## config.mk

```make
export PLATFORM = sky130hd
export DESIGN_NAME = iir_direct_form_two_filter
export DESIGN_NICKNAME = d
export VERILOG_FILES = /design/src/rtl/iir_df2_pkg.sv /design/src/rtl/iir_df2_ctrl.sv /design/src/rtl/iir_df2_datapath.sv /design/src/rtl/iir_direct_form_two_filter.sv
export SDC_FILE = /design/constraint.sdc
export NUM_CORES = 2
export LEC_CHECK = 0
export BUFFER_PORTS_ARGS = -buffer_cell sky130_fd_sc_hd__buf_2
export CAP_MARGIN = 20
export CORE_MARGIN = 4
export CORE_UTILIZATION = 33
export CTS_BUF_LIST = sky130_fd_sc_hd__clkbuf_4 sky130_fd_sc_hd__clkbuf_8
export CTS_CLUSTER_SIZE = 24
export DETAILED_ROUTE_END_ITERATION = 16
export SLEW_MARGIN = 20
export SYNTH_ARGS = -nofsm -noshare
export SYNTH_HDL_FRONTEND = slang
export SYNTH_HIERARCHICAL = 1
export SYNTH_SLANG_ARGS = --single-unit
```

## constraint.sdc

```tcl
create_clock -name aclk -period 9.05 [get_ports aclk]
set_input_delay 1.81 -clock aclk [delete_from_list [all_inputs] [get_ports aclk]]
set_output_delay 1.81 -clock aclk [all_outputs]
set_load 0.03 [all_outputs]
```

## src/rtl/iir_df2_pkg.sv

```systemverilog
// Shared types and constants for the direct form II biquad filter.
// Used by iir_df2_ctrl, iir_df2_datapath and iir_direct_form_two_filter.
`default_nettype none

package iir_df2_pkg;

    localparam int SAMPLE_W  = 16;
    localparam int COEF_W    = 18;
    localparam int STATE_W   = 20;
    localparam int PROD_W    = COEF_W + STATE_W;
    localparam int ACC_W     = PROD_W + 3;
    localparam int FRAC_BITS = 14;
    localparam int SCALED_W  = ACC_W - FRAC_BITS;
    localparam int NUM_COEF  = 5;
    localparam int CFG_IDX_W = 3;

    localparam logic signed [ACC_W-1:0] ROUND_HALF = ACC_W'(2 ** (FRAC_BITS - 1));

    // Coefficient codes, also the configuration register indexes
    typedef enum logic [CFG_IDX_W-1:0] {
        COEF_B0 = 3'd0,
        COEF_B1 = 3'd1,
        COEF_B2 = 3'd2,
        COEF_A1 = 3'd3,
        COEF_A2 = 3'd4
    } coef_sel_t;

    typedef enum logic [1:0] {
        W_SEL_W0,
        W_SEL_W1,
        W_SEL_W2
    } w_sel_t;

    typedef enum logic [1:0] {
        ACC_HOLD,
        ACC_ADD,
        ACC_SUB
    } acc_op_t;

    typedef enum logic [3:0] {
        ST_IDLE,
        ST_MUL_A1,
        ST_MUL_A2,
        ST_SAT_W,
        ST_MUL_B0,
        ST_MUL_B1,
        ST_MUL_B2,
        ST_ACC_Y,
        ST_EMIT
    } state_t;

    typedef struct packed {
        logic      load_x;
        logic      mul_en;
        coef_sel_t coef_sel;
        w_sel_t    w_sel;
        acc_op_t   acc_op;
        logic      sat_w;
        logic      emit;
    } dp_cmd_t;

    typedef struct packed {
        logic out_free;
    } dp_status_t;

endpackage

`default_nettype wire

```

## src/rtl/iir_df2_ctrl.sv

```systemverilog
// Sequencer for the biquad: steps the shared multiply-accumulate through
// the feedback and feedforward products. Depends on iir_df2_pkg.
`default_nettype none

module iir_df2_ctrl
    import iir_df2_pkg::*;
#(
    parameter int ORDER = 2
) (
    input  wire        aclk,
    input  wire        aresetn,
    input  wire        s_tvalid,
    output logic       s_tready,
    input  dp_status_t status,
    output dp_cmd_t    cmd
);

    state_t state_reg, state_next;

    always_ff @(posedge aclk) begin
        if (!aresetn) begin
            state_reg <= ST_IDLE;
        end else begin
            state_reg <= state_next;
        end
    end

    always_comb begin
        state_next   = state_reg;
        s_tready     = 1'b0;
        cmd          = '0;
        cmd.coef_sel = COEF_B0;
        cmd.w_sel    = W_SEL_W1;
        cmd.acc_op   = ACC_HOLD;
        unique case (state_reg)
            ST_IDLE: begin
                s_tready = 1'b1;
                if (s_tvalid) begin
                    cmd.load_x = 1'b1;
                    state_next = ST_MUL_A1;
                end
            end
            ST_MUL_A1: begin
                cmd.mul_en   = 1'b1;
                cmd.coef_sel = COEF_A1;
                cmd.w_sel    = W_SEL_W1;
                state_next   = (ORDER >= 2) ? ST_MUL_A2 : ST_SAT_W;
            end
            ST_MUL_A2: begin
                cmd.mul_en   = 1'b1;
                cmd.coef_sel = COEF_A2;
                cmd.w_sel    = W_SEL_W2;
                cmd.acc_op   = ACC_SUB;
                state_next   = ST_SAT_W;
            end
            ST_SAT_W: begin
                // subtract the last feedback product and clamp into w0
                cmd.acc_op = ACC_SUB;
                cmd.sat_w  = 1'b1;
                state_next = ST_MUL_B0;
            end
            ST_MUL_B0: begin
                cmd.mul_en   = 1'b1;
                cmd.coef_sel = COEF_B0;
                cmd.w_sel    = W_SEL_W0;
                state_next   = ST_MUL_B1;
            end
            ST_MUL_B1: begin
                cmd.mul_en   = 1'b1;
                cmd.coef_sel = COEF_B1;
                cmd.w_sel    = W_SEL_W1;
                cmd.acc_op   = ACC_ADD;
                state_next   = (ORDER >= 2) ? ST_MUL_B2 : ST_ACC_Y;
            end
            ST_MUL_B2: begin
                cmd.mul_en   = 1'b1;
                cmd.coef_sel = COEF_B2;
                cmd.w_sel    = W_SEL_W2;
                cmd.acc_op   = ACC_ADD;
                state_next   = ST_ACC_Y;
            end
            ST_ACC_Y: begin
                cmd.acc_op = ACC_ADD;
                state_next = ST_EMIT;
            end
            ST_EMIT: begin
                // hold here until the output register can take the result
                if (status.out_free) begin
                    cmd.emit   = 1'b1;
                    state_next = ST_IDLE;
                end
            end
            default: begin
                state_next = ST_IDLE;
            end
        endcase
    end

endmodule

`default_nettype wire

```

## src/rtl/iir_df2_datapath.sv

```systemverilog
// Datapath for the biquad: coefficient registers, delay line, one shared
// multiplier with accumulator, saturation and the output register.
// Depends on iir_df2_pkg.
`default_nettype none

module iir_df2_datapath
    import iir_df2_pkg::*;
#(
    parameter int ORDER = 2
) (
    input  wire                 aclk,
    input  wire                 aresetn,
    input  wire                 cfg_wen,
    input  wire [CFG_IDX_W-1:0] cfg_index,
    input  wire [COEF_W-1:0]    cfg_wdata,
    input  wire [SAMPLE_W-1:0]  s_tdata,
    output logic                m_tvalid,
    input  wire                 m_tready,
    output logic [SAMPLE_W-1:0] m_tdata,
    output logic                m_tuser,
    input  dp_cmd_t             cmd,
    output dp_status_t          status
);

    localparam logic signed [SCALED_W-1:0] W_MAX = SCALED_W'(2 ** (STATE_W - 1) - 1);
    localparam logic signed [SCALED_W-1:0] W_MIN = SCALED_W'(-(2 ** (STATE_W - 1)));
    localparam logic signed [SCALED_W-1:0] Y_MAX = SCALED_W'(2 ** (SAMPLE_W - 1) - 1);
    localparam logic signed [SCALED_W-1:0] Y_MIN = SCALED_W'(-(2 ** (SAMPLE_W - 1)));

    logic signed [COEF_W-1:0]   coef_reg [NUM_COEF];
    logic signed [STATE_W-1:0]  w0_reg, w1_reg, w2_q;
    logic signed [PROD_W-1:0]   prod_reg;
    logic signed [ACC_W-1:0]    acc_reg, acc_next, acc_sum, prod_ext;
    logic signed [SCALED_W-1:0] scaled;
    logic signed [SAMPLE_W-1:0] x;
    logic signed [COEF_W-1:0]   coef_op;
    logic signed [STATE_W-1:0]  w_op, w_sat;
    logic signed [SAMPLE_W-1:0] y_sat;
    logic                       w_clip, y_clip, clip_reg;
    logic                       out_valid_reg, out_valid_next;
    logic [SAMPLE_W-1:0]        out_data_reg;
    logic                       out_clip_reg;

    assign x = s_tdata;

    // Coefficient registers
    always_ff @(posedge aclk) begin
        if (!aresetn) begin
            coef_reg[COEF_B0] <= COEF_W'(2 ** FRAC_BITS);
            coef_reg[COEF_B1] <= '0;
            coef_reg[COEF_B2] <= '0;
            coef_reg[COEF_A1] <= '0;
            coef_reg[COEF_A2] <= '0;
        end else if (cfg_wen) begin
            unique case (cfg_index)
                COEF_B0: coef_reg[COEF_B0] <= cfg_wdata;
                COEF_B1: coef_reg[COEF_B1] <= cfg_wdata;
                COEF_B2: coef_reg[COEF_B2] <= cfg_wdata;
                COEF_A1: coef_reg[COEF_A1] <= cfg_wdata;
                COEF_A2: coef_reg[COEF_A2] <= cfg_wdata;
                default: ;
            endcase
        end
    end

    // Operand select and multiplier
    assign coef_op = coef_reg[cmd.coef_sel];

    always_comb begin
        case (cmd.w_sel)
            W_SEL_W0: w_op = w0_reg;
            W_SEL_W2: w_op = w2_q;
            default:  w_op = w1_reg;
        endcase
    end

    always_ff @(posedge aclk) begin
        if (cmd.mul_en) begin
            prod_reg <= coef_op * w_op;
        end
    end

    // Accumulator works on the product registered in the previous step
    assign prod_ext = ACC_W'(prod_reg);

    always_comb begin
        case (cmd.acc_op)
            ACC_ADD: acc_sum = acc_reg + prod_ext;
            ACC_SUB: acc_sum = acc_reg - prod_ext;
            default: acc_sum = acc_reg;
        endcase
    end

    assign scaled = acc_sum[ACC_W-1:FRAC_BITS];

    always_comb begin
        if (cmd.load_x) begin
            acc_next = (ACC_W'(x) <<< FRAC_BITS) + ROUND_HALF;
        end else if (cmd.sat_w) begin
            acc_next = ROUND_HALF;
        end else begin
            acc_next = acc_sum;
        end
    end

    always_ff @(posedge aclk) begin
        acc_reg <= acc_next;
    end

    // Saturation of the state value and of the output
    always_comb begin
        w_clip = 1'b0;
        if (scaled > W_MAX) begin
            w_sat  = W_MAX[STATE_W-1:0];
            w_clip = 1'b1;
        end else if (scaled < W_MIN) begin
            w_sat  = W_MIN[STATE_W-1:0];
            w_clip = 1'b1;
        end else begin
            w_sat = scaled[STATE_W-1:0];
        end
    end

    always_comb begin
        y_clip = 1'b0;
        if (scaled > Y_MAX) begin
            y_sat  = Y_MAX[SAMPLE_W-1:0];
            y_clip = 1'b1;
        end else if (scaled < Y_MIN) begin
            y_sat  = Y_MIN[SAMPLE_W-1:0];
            y_clip = 1'b1;
        end else begin
            y_sat = scaled[SAMPLE_W-1:0];
        end
    end

    always_ff @(posedge aclk) begin
        if (cmd.sat_w) begin
            w0_reg   <= w_sat;
            clip_reg <= w_clip;
        end
    end

    // Delay line: advance once the result is emitted
    always_ff @(posedge aclk) begin
        if (!aresetn) begin
            w1_reg <= '0;
        end else if (cmd.emit) begin
            w1_reg <= w0_reg;
        end
    end

    generate
        if (ORDER >= 2) begin : g_second_tap
            logic signed [STATE_W-1:0] w2_reg;

            always_ff @(posedge aclk) begin
                if (!aresetn) begin
                    w2_reg <= '0;
                end else if (cmd.emit) begin
                    w2_reg <= w1_reg;
                end
            end

            assign w2_q = w2_reg;
        end else begin : g_no_second_tap
            assign w2_q = '0;
        end
    endgenerate

    // Output register
    always_comb begin
        out_valid_next = out_valid_reg;
        if (cmd.emit) begin
            out_valid_next = 1'b1;
        end else if (m_tready) begin
            out_valid_next = 1'b0;
        end
    end

    always_ff @(posedge aclk) begin
        if (!aresetn) begin
            out_valid_reg <= 1'b0;
        end else begin
            out_valid_reg <= out_valid_next;
        end
    end

    always_ff @(posedge aclk) begin
        if (cmd.emit) begin
            out_data_reg <= y_sat;
            out_clip_reg <= clip_reg | y_clip;
        end
    end

    assign status.out_free = !out_valid_reg || m_tready;
    assign m_tvalid        = out_valid_reg;
    assign m_tdata         = out_data_reg;
    assign m_tuser         = out_clip_reg;

endmodule

`default_nettype wire

```

## src/rtl/iir_direct_form_two_filter.sv

```systemverilog
// Second-order direct form II IIR filter (biquad), fixed point.
// Top level: iir_df2_ctrl sequencer plus iir_df2_datapath. Depends on iir_df2_pkg.
//
// Usage:
//   Input samples (signed Q15) arrive on the s_ stream; one filtered sample
//   (signed Q15, saturated) leaves on the m_ stream per input, with a clip
//   flag on m_tuser set when the state value or the output saturated.
//   Coefficients b0, b1, b2, a1, a2 (signed Q3.14, a0 taken as 1) are
//   written through cfg_wen/cfg_index/cfg_wdata while the filter is idle;
//   indexes beyond a2 are ignored.
//   One multiplier is shared by all products, at most one product per cycle.
//   s_tready is high only while the sequencer is idle. After a transfer the
//   sequencer steps through ST_MUL_A1, ST_MUL_A2 (ORDER = 2 only), ST_SAT_W,
//   ST_MUL_B0, ST_MUL_B1, ST_MUL_B2 (ORDER = 2 only), ST_ACC_Y and ST_EMIT;
//   the result shows on m_tvalid the cycle after ST_EMIT, and a new sample
//   can be taken on that same cycle, but not before the last one is emitted.
//   The result waits in an output register; if it has not been taken when
//   the next result is ready, the sequencer holds until it is.
//   Reset clears the delay line and loads b0 = 1.0 with all other
//   coefficients zero, so the filter passes samples through.
`default_nettype none

module iir_direct_form_two_filter
    import iir_df2_pkg::*;
#(
    parameter int ORDER = 2
) (
    input  wire                 aclk,
    input  wire                 aresetn,
    // configuration write port
    input  wire                 cfg_wen,
    input  wire [CFG_IDX_W-1:0] cfg_index,
    input  wire [COEF_W-1:0]    cfg_wdata,
    // input stream
    input  wire                 s_tvalid,
    output logic                s_tready,
    input  wire [SAMPLE_W-1:0]  s_tdata,   // [15:0] sample_in
    // result stream
    output logic                m_tvalid,
    input  wire                 m_tready,
    output logic [SAMPLE_W-1:0] m_tdata,   // [15:0] sample_out
    output logic                m_tuser    // [0] clipped
);

    dp_cmd_t    cmd;
    dp_status_t status;

    iir_df2_ctrl #(
        .ORDER (ORDER)
    ) u_ctrl (
        .aclk     (aclk),
        .aresetn  (aresetn),
        .s_tvalid (s_tvalid),
        .s_tready (s_tready),
        .status   (status),
        .cmd      (cmd)
    );

    iir_df2_datapath #(
        .ORDER (ORDER)
    ) u_datapath (
        .aclk      (aclk),
        .aresetn   (aresetn),
        .cfg_wen   (cfg_wen),
        .cfg_index (cfg_index),
        .cfg_wdata (cfg_wdata),
        .s_tdata   (s_tdata),
        .m_tvalid  (m_tvalid),
        .m_tready  (m_tready),
        .m_tdata   (m_tdata),
        .m_tuser   (m_tuser),
        .cmd       (cmd),
        .status    (status)
    );

endmodule

`default_nettype wire
```

==> report_table.html <==
<table>
<tr><th>Metric</th><th>Value</th></tr>
<tr><th colspan="2">Outcome</th></tr>
<tr><td>Outcome</td><td>finished, final reports clean</td></tr>
<tr><th colspan="2">Logic synthesis</th></tr>
<tr><td>Synthesized instance count</td><td>2628</td></tr>
<tr><td>Most used DFF post-synth</td><td>edfxtp_1</td></tr>
<tr><td>Most common cell in the netlist</td><td>inv_1</td></tr>
<tr><td>Cell type with the highest aggregate area in the netlist</td><td>fa_1</td></tr>
<tr><td>Count of unique library cells instantiated by Yosys</td><td>100</td></tr>
<tr><td>Largest cells by area after synthesis</td><td>fa_1 (28%), edfxtp_1 (21%), ha_1 (6.6%)</td></tr>
<tr><td>Share of synthesized area occupied by flip-flops and latches</td><td>0.261</td></tr>
<tr><td>Synthesis warning total</td><td>6</td></tr>
<tr><td>Post-synth top area share</td><td>0.276</td></tr>
<tr><td>Async S/R FF share, synth</td><td>0</td></tr>
<tr><td>Post-synth net total</td><td>3171</td></tr>
<tr><td>Number of enable-type register cells in the synthesized netlist</td><td>180</td></tr>
<tr><td>Most frequent cells after synthesis</td><td>inv_1 (430), fa_1 (362), nor2_1 (275)</td></tr>
<tr><td>Post-synthesis instance area</td><td>26200 sq um</td></tr>
<tr><td>FF+latch count, synth</td><td>252</td></tr>
<tr><td>Average footprint of a synthesized cell</td><td>9.97 sq um</td></tr>
<tr><th colspan="2">Die</th></tr>
<tr><td>Height of the die</td><td>290 um</td></tr>
<tr><td>Row Count</td><td>103</td></tr>
<tr><td>Initial cell density of the core</td><td>0.332</td></tr>
<tr><td>X dimension of the die</td><td>290 um</td></tr>
<tr><td>Total core area</td><td>78900 sq um</td></tr>
<tr><td>Floorplan die area</td><td>84000 sq um</td></tr>
<tr><td>Boundary Pins</td><td>61</td></tr>
<tr><th colspan="2">Pwr</th></tr>
<tr><td>Clk pwr share</td><td>0.125</td></tr>
<tr><td>Reported leakage power</td><td>12.4 nW</td></tr>
<tr><td>Part of the power in combinational logic</td><td>0.675</td></tr>
<tr><td>Net switching share of the total power</td><td>0.478</td></tr>
<tr><td>Sequential cell fraction of total power</td><td>0.200</td></tr>
<tr><td>Worst vdd ir</td><td>0.000143 V</td></tr>
<tr><td>Internal power</td><td>4.70 mW</td></tr>
<tr><td>Power per cell area</td><td>310 nW/um^2</td></tr>
<tr><td>Switching Power</td><td>4.30 mW</td></tr>
<tr><th colspan="2">Placement</th></tr>
<tr><td>Routability-driven placement congestion ratio</td><td>0.915</td></tr>
<tr><td>Detailed-placement wirelength estimate</td><td>53.1 mm</td></tr>
<tr><td>Count of port buffers added during placement</td><td>60</td></tr>
<tr><td>Worst slack, placed</td><td>0.271 ns</td></tr>
<tr><td>Cell Area, Placed</td><td>28100 sq um</td></tr>
<tr><th colspan="2">Clock tree</th></tr>
<tr><td>Clock latency reported for the late side of the worst-skew pair</td><td>0.62 ns</td></tr>
<tr><td>TritonCTS Sinks</td><td>252</td></tr>
<tr><td>Total number of H-tree levels</td><td>2</td></tr>
<tr><td>CTS tree</td><td>built</td></tr>
<tr><td>Hold buffer count at cts</td><td>0</td></tr>
<tr><td>Maximum buffer depth of the clock tree</td><td>3</td></tr>
<tr><td>Clock transition at the registers of the reported paths</td><td>0.07 ns</td></tr>
<tr><td>Cell chosen for the clock root</td><td>clkbuf_8</td></tr>
<tr><td>CTS Buf Count</td><td>43</td></tr>
<tr><td>Post-CTS setup buffer count</td><td>0</td></tr>
<tr><th colspan="2">GRT</th></tr>
<tr><td>Maximum number of pins on one net before global-route repair</td><td>59</td></tr>
<tr><td>Busiest grt layer</td><td>met2</td></tr>
<tr><td>Overall track demand over capacity in global routing</td><td>0.159</td></tr>
<tr><td>Met3 global-route usage</td><td>0.0387</td></tr>
<tr><td>Antenna violations before repair</td><td>0</td></tr>
<tr><td>First-pass GRT wire length</td><td>107 mm</td></tr>
<tr><td>Met1 Track Usage GR</td><td>0.228</td></tr>
<tr><td>Vias in the first global route</td><td>19000</td></tr>
<tr><td>Met2 global-route usage</td><td>0.242</td></tr>
<tr><td>Total congestion overflow</td><td>0</td></tr>
<tr><th colspan="2">Critical path</th></tr>
<tr><td>Arrival @ worst endpoint</td><td>9.09 ns</td></tr>
<tr><td>Max Fanout on Critical Path</td><td>20</td></tr>
<tr><td>Delay of the slowest cell on the worst path</td><td>0.56 ns</td></tr>
<tr><td>Crit Path Category</td><td>reg -&gt; reg</td></tr>
<tr><td>Critical Path Source Type</td><td>flip-flop</td></tr>
<tr><td>Data required time of the critical path</td><td>9.42 ns</td></tr>
<tr><td>Most Frequent Cell on Critical Path</td><td>fa_1</td></tr>
<tr><td>Highest-delay cell along the critical path</td><td>fa_1</td></tr>
<tr><td>Crit end category</td><td>flip-flop</td></tr>
<tr><th colspan="2">Routing</th></tr>
<tr><td>DRC</td><td>0</td></tr>
<tr><td>Initial drt markers</td><td>1162</td></tr>
<tr><td>Number of vias per cell</td><td>4.84</td></tr>
<tr><td>Wire length reported by the detailed router</td><td>66.8 mm</td></tr>
<tr><td>TritonRoute pass-1 iters</td><td>5</td></tr>
<tr><td>Routed WL per cell</td><td>17.7 um</td></tr>
<tr><td>Detailed-route via count</td><td>18300</td></tr>
<tr><td>Antenna Violating Nets Remaining</td><td>0</td></tr>
<tr><th colspan="2">Timing</th></tr>
<tr><td>F_max</td><td>115 MHz</td></tr>
<tr><td>Final critical delay including setup and external delays</td><td>8.72 ns</td></tr>
<tr><td>Final hold violations</td><td>0</td></tr>
<tr><td>Sum of negative setup slack</td><td>0 ns</td></tr>
<tr><td>Clock skew after layout</td><td>0.0451 ns</td></tr>
<tr><td>Post-route setup slack</td><td>0.331 ns</td></tr>
<tr><td>Unrepaired setup endpoints after global routing</td><td>no</td></tr>
<tr><td>Max-Slew Margin vs Limit</td><td>0.325</td></tr>
<tr><td>Final Max Tran Viols</td><td>0</td></tr>
<tr><td>Fin crit share</td><td>0.963</td></tr>
<tr><td>Finish-stage setup viols</td><td>0</td></tr>
<tr><td>Slew at the pin closest to its max-slew limit</td><td>1.01 ns</td></tr>
<tr><th colspan="2">Run</th></tr>
<tr><td>Number of max-cap violations</td><td>0</td></tr>
<tr><th colspan="2">Min path</th></tr>
<tr><td>Hold crit path type</td><td>reg -&gt; reg</td></tr>
<tr><th colspan="2">Cells and area</th></tr>
<tr><td>Largest register FFs</td><td>90</td></tr>
<tr><td>Antenna Cells</td><td>0</td></tr>
<tr><td>Syn-to-layout area delta</td><td>10.8%</td></tr>
<tr><td>Final Net Count</td><td>3243</td></tr>
<tr><td>Filler cells</td><td>8005</td></tr>
<tr><td>Post-route standard cell area excluding fillers</td><td>29000 sq um</td></tr>
<tr><td>Ratio of cells with drive above 1 in the final layout</td><td>0.119</td></tr>
</table>
[final cells by class]
type	count	area (sq um)	area share
Inverter	432	1620	0.0558
Multi-Input combinational cell	1843	17400	0.601
Timing Repair Buffer	128	868	0.0299
Tap cell	1050	1310	0.0452
Sequential cell	252	6850	0.236
Clock buffer	54	699	0.0241
Clock inverter	26	245	0.00844
[stage by stage]
step | std cells | power (mW) | utilization | hold slack, ns
after global routing | 3785 | 9.87 | 0.368 | 0.546
after detailed placement | 3702 | 7.83 | 0.356 | 0.507
after floorplan | 2628 | 6.28 | - | 0.482
after CTS | 3782 | 9.02 | 0.368 | 0.520
after global placement | 3702 | 7.80 | 0.356 | 0.497
final | 3785 | 9.00 | 0.368 | 0.517
[power groups by stage]
stage | Combinational (mW) | Clock [mW] | Sequential (mW)
3_3_place_gp | 5.98 | 0 | 1.82
3_5_place_dp | 6.01 | 0 | 1.82
5_1_grt | 6.83 | 1.22 | 1.82
4_1_cts | 6.06 | 1.16 | 1.80
2_1_floorplan | 4.51 | 0 | 1.77
6_report | 6.08 | 1.13 | 1.80
[cells by family (layout without fill, tap and decap cells)]
kind of cell    count (synthesis)  after routing  synth area share
mux                           112            112            0.0522
compound gates                380            381            0.0976
fa+ha+maj                     501            501             0.343
flops                         252            252             0.261
buf+inv                       534            640            0.0780
xor+xnor                      107            107            0.0365
simple gates                  742            742             0.132
[metal layers]
metal,up-vias,wire (um),part of all wire
li1,8648,-,-
met5,-,0,0
met1,8996,30700,0.46
met2,586,29000,0.43
met3,96,5410,0.081
met4,0,1720,0.026
[what timing repair did]
item | 4_1_cts | 5_1_grt
setup endpoints to repair | 0 | 3
endpoints found under the hold margin | 0 | 0
resized for setup | 0 | 2
[cell usage in the layout (no fill, tap or decap), drive strengths merged, types with 14 or more instances in the layout]
master / n
edfxtp: 180
nor3: 27
xnor2: 84
clkbuf: 54
mux2i: 80
nor2b: 50
or2: 20
buf: 128
inv: 432
a21oi: 119
nand2: 228
nor2: 275
mux4: 18
xor2: 23
and2: 39
o21a: 35
o21ai: 112
fa: 362
mux2: 14
a21o: 23
ha: 139
nand3: 14
clkinv: 18
nand2b: 34
dfxtp: 72
[worst paths after layout]
| check | slack (ns) | to | from | cells past startpoint |
|---|---|---|---|---|
| setup / recovery | 0.33 | u_datapath/prod_reg[34]$_DFFE_PP_ | u_ctrl/state_reg[0]$_SDFFE_PN0P_ | 30 |
| hold / removal | 0.52 | u_datapath/g_second_tap.w2_reg[14]$_SDFFE_PN0P_ | u_datapath/g_second_tap.w2_reg[14]$_SDFFE_PN0P_ | 2 |
| setup reg to reg | 0.33 | u_datapath/prod_reg[34]$_DFFE_PP_ | u_ctrl/state_reg[0]$_SDFFE_PN0P_ | 30 |
| hold reg to reg | 0.52 | u_datapath/g_second_tap.w2_reg[14]$_SDFFE_PN0P_ | u_datapath/g_second_tap.w2_reg[14]$_SDFFE_PN0P_ | 2 |
[worst max-delay path: cells and delay by family, from the launching register on]
family / cells / cell delay [ns]
muxes: 1 / 0.30
xor gates and xnor gates: 1 / 0.16
AOI/OAI and AO/OA: 11 / 2.76
buffers and inverters: 7 / 0.77
DFF: 1 / 0.31
adders and majority gates: 7 / 3.46
and+or+nand+nor: 3 / 0.68
Power figures use the tool's default switching activity.
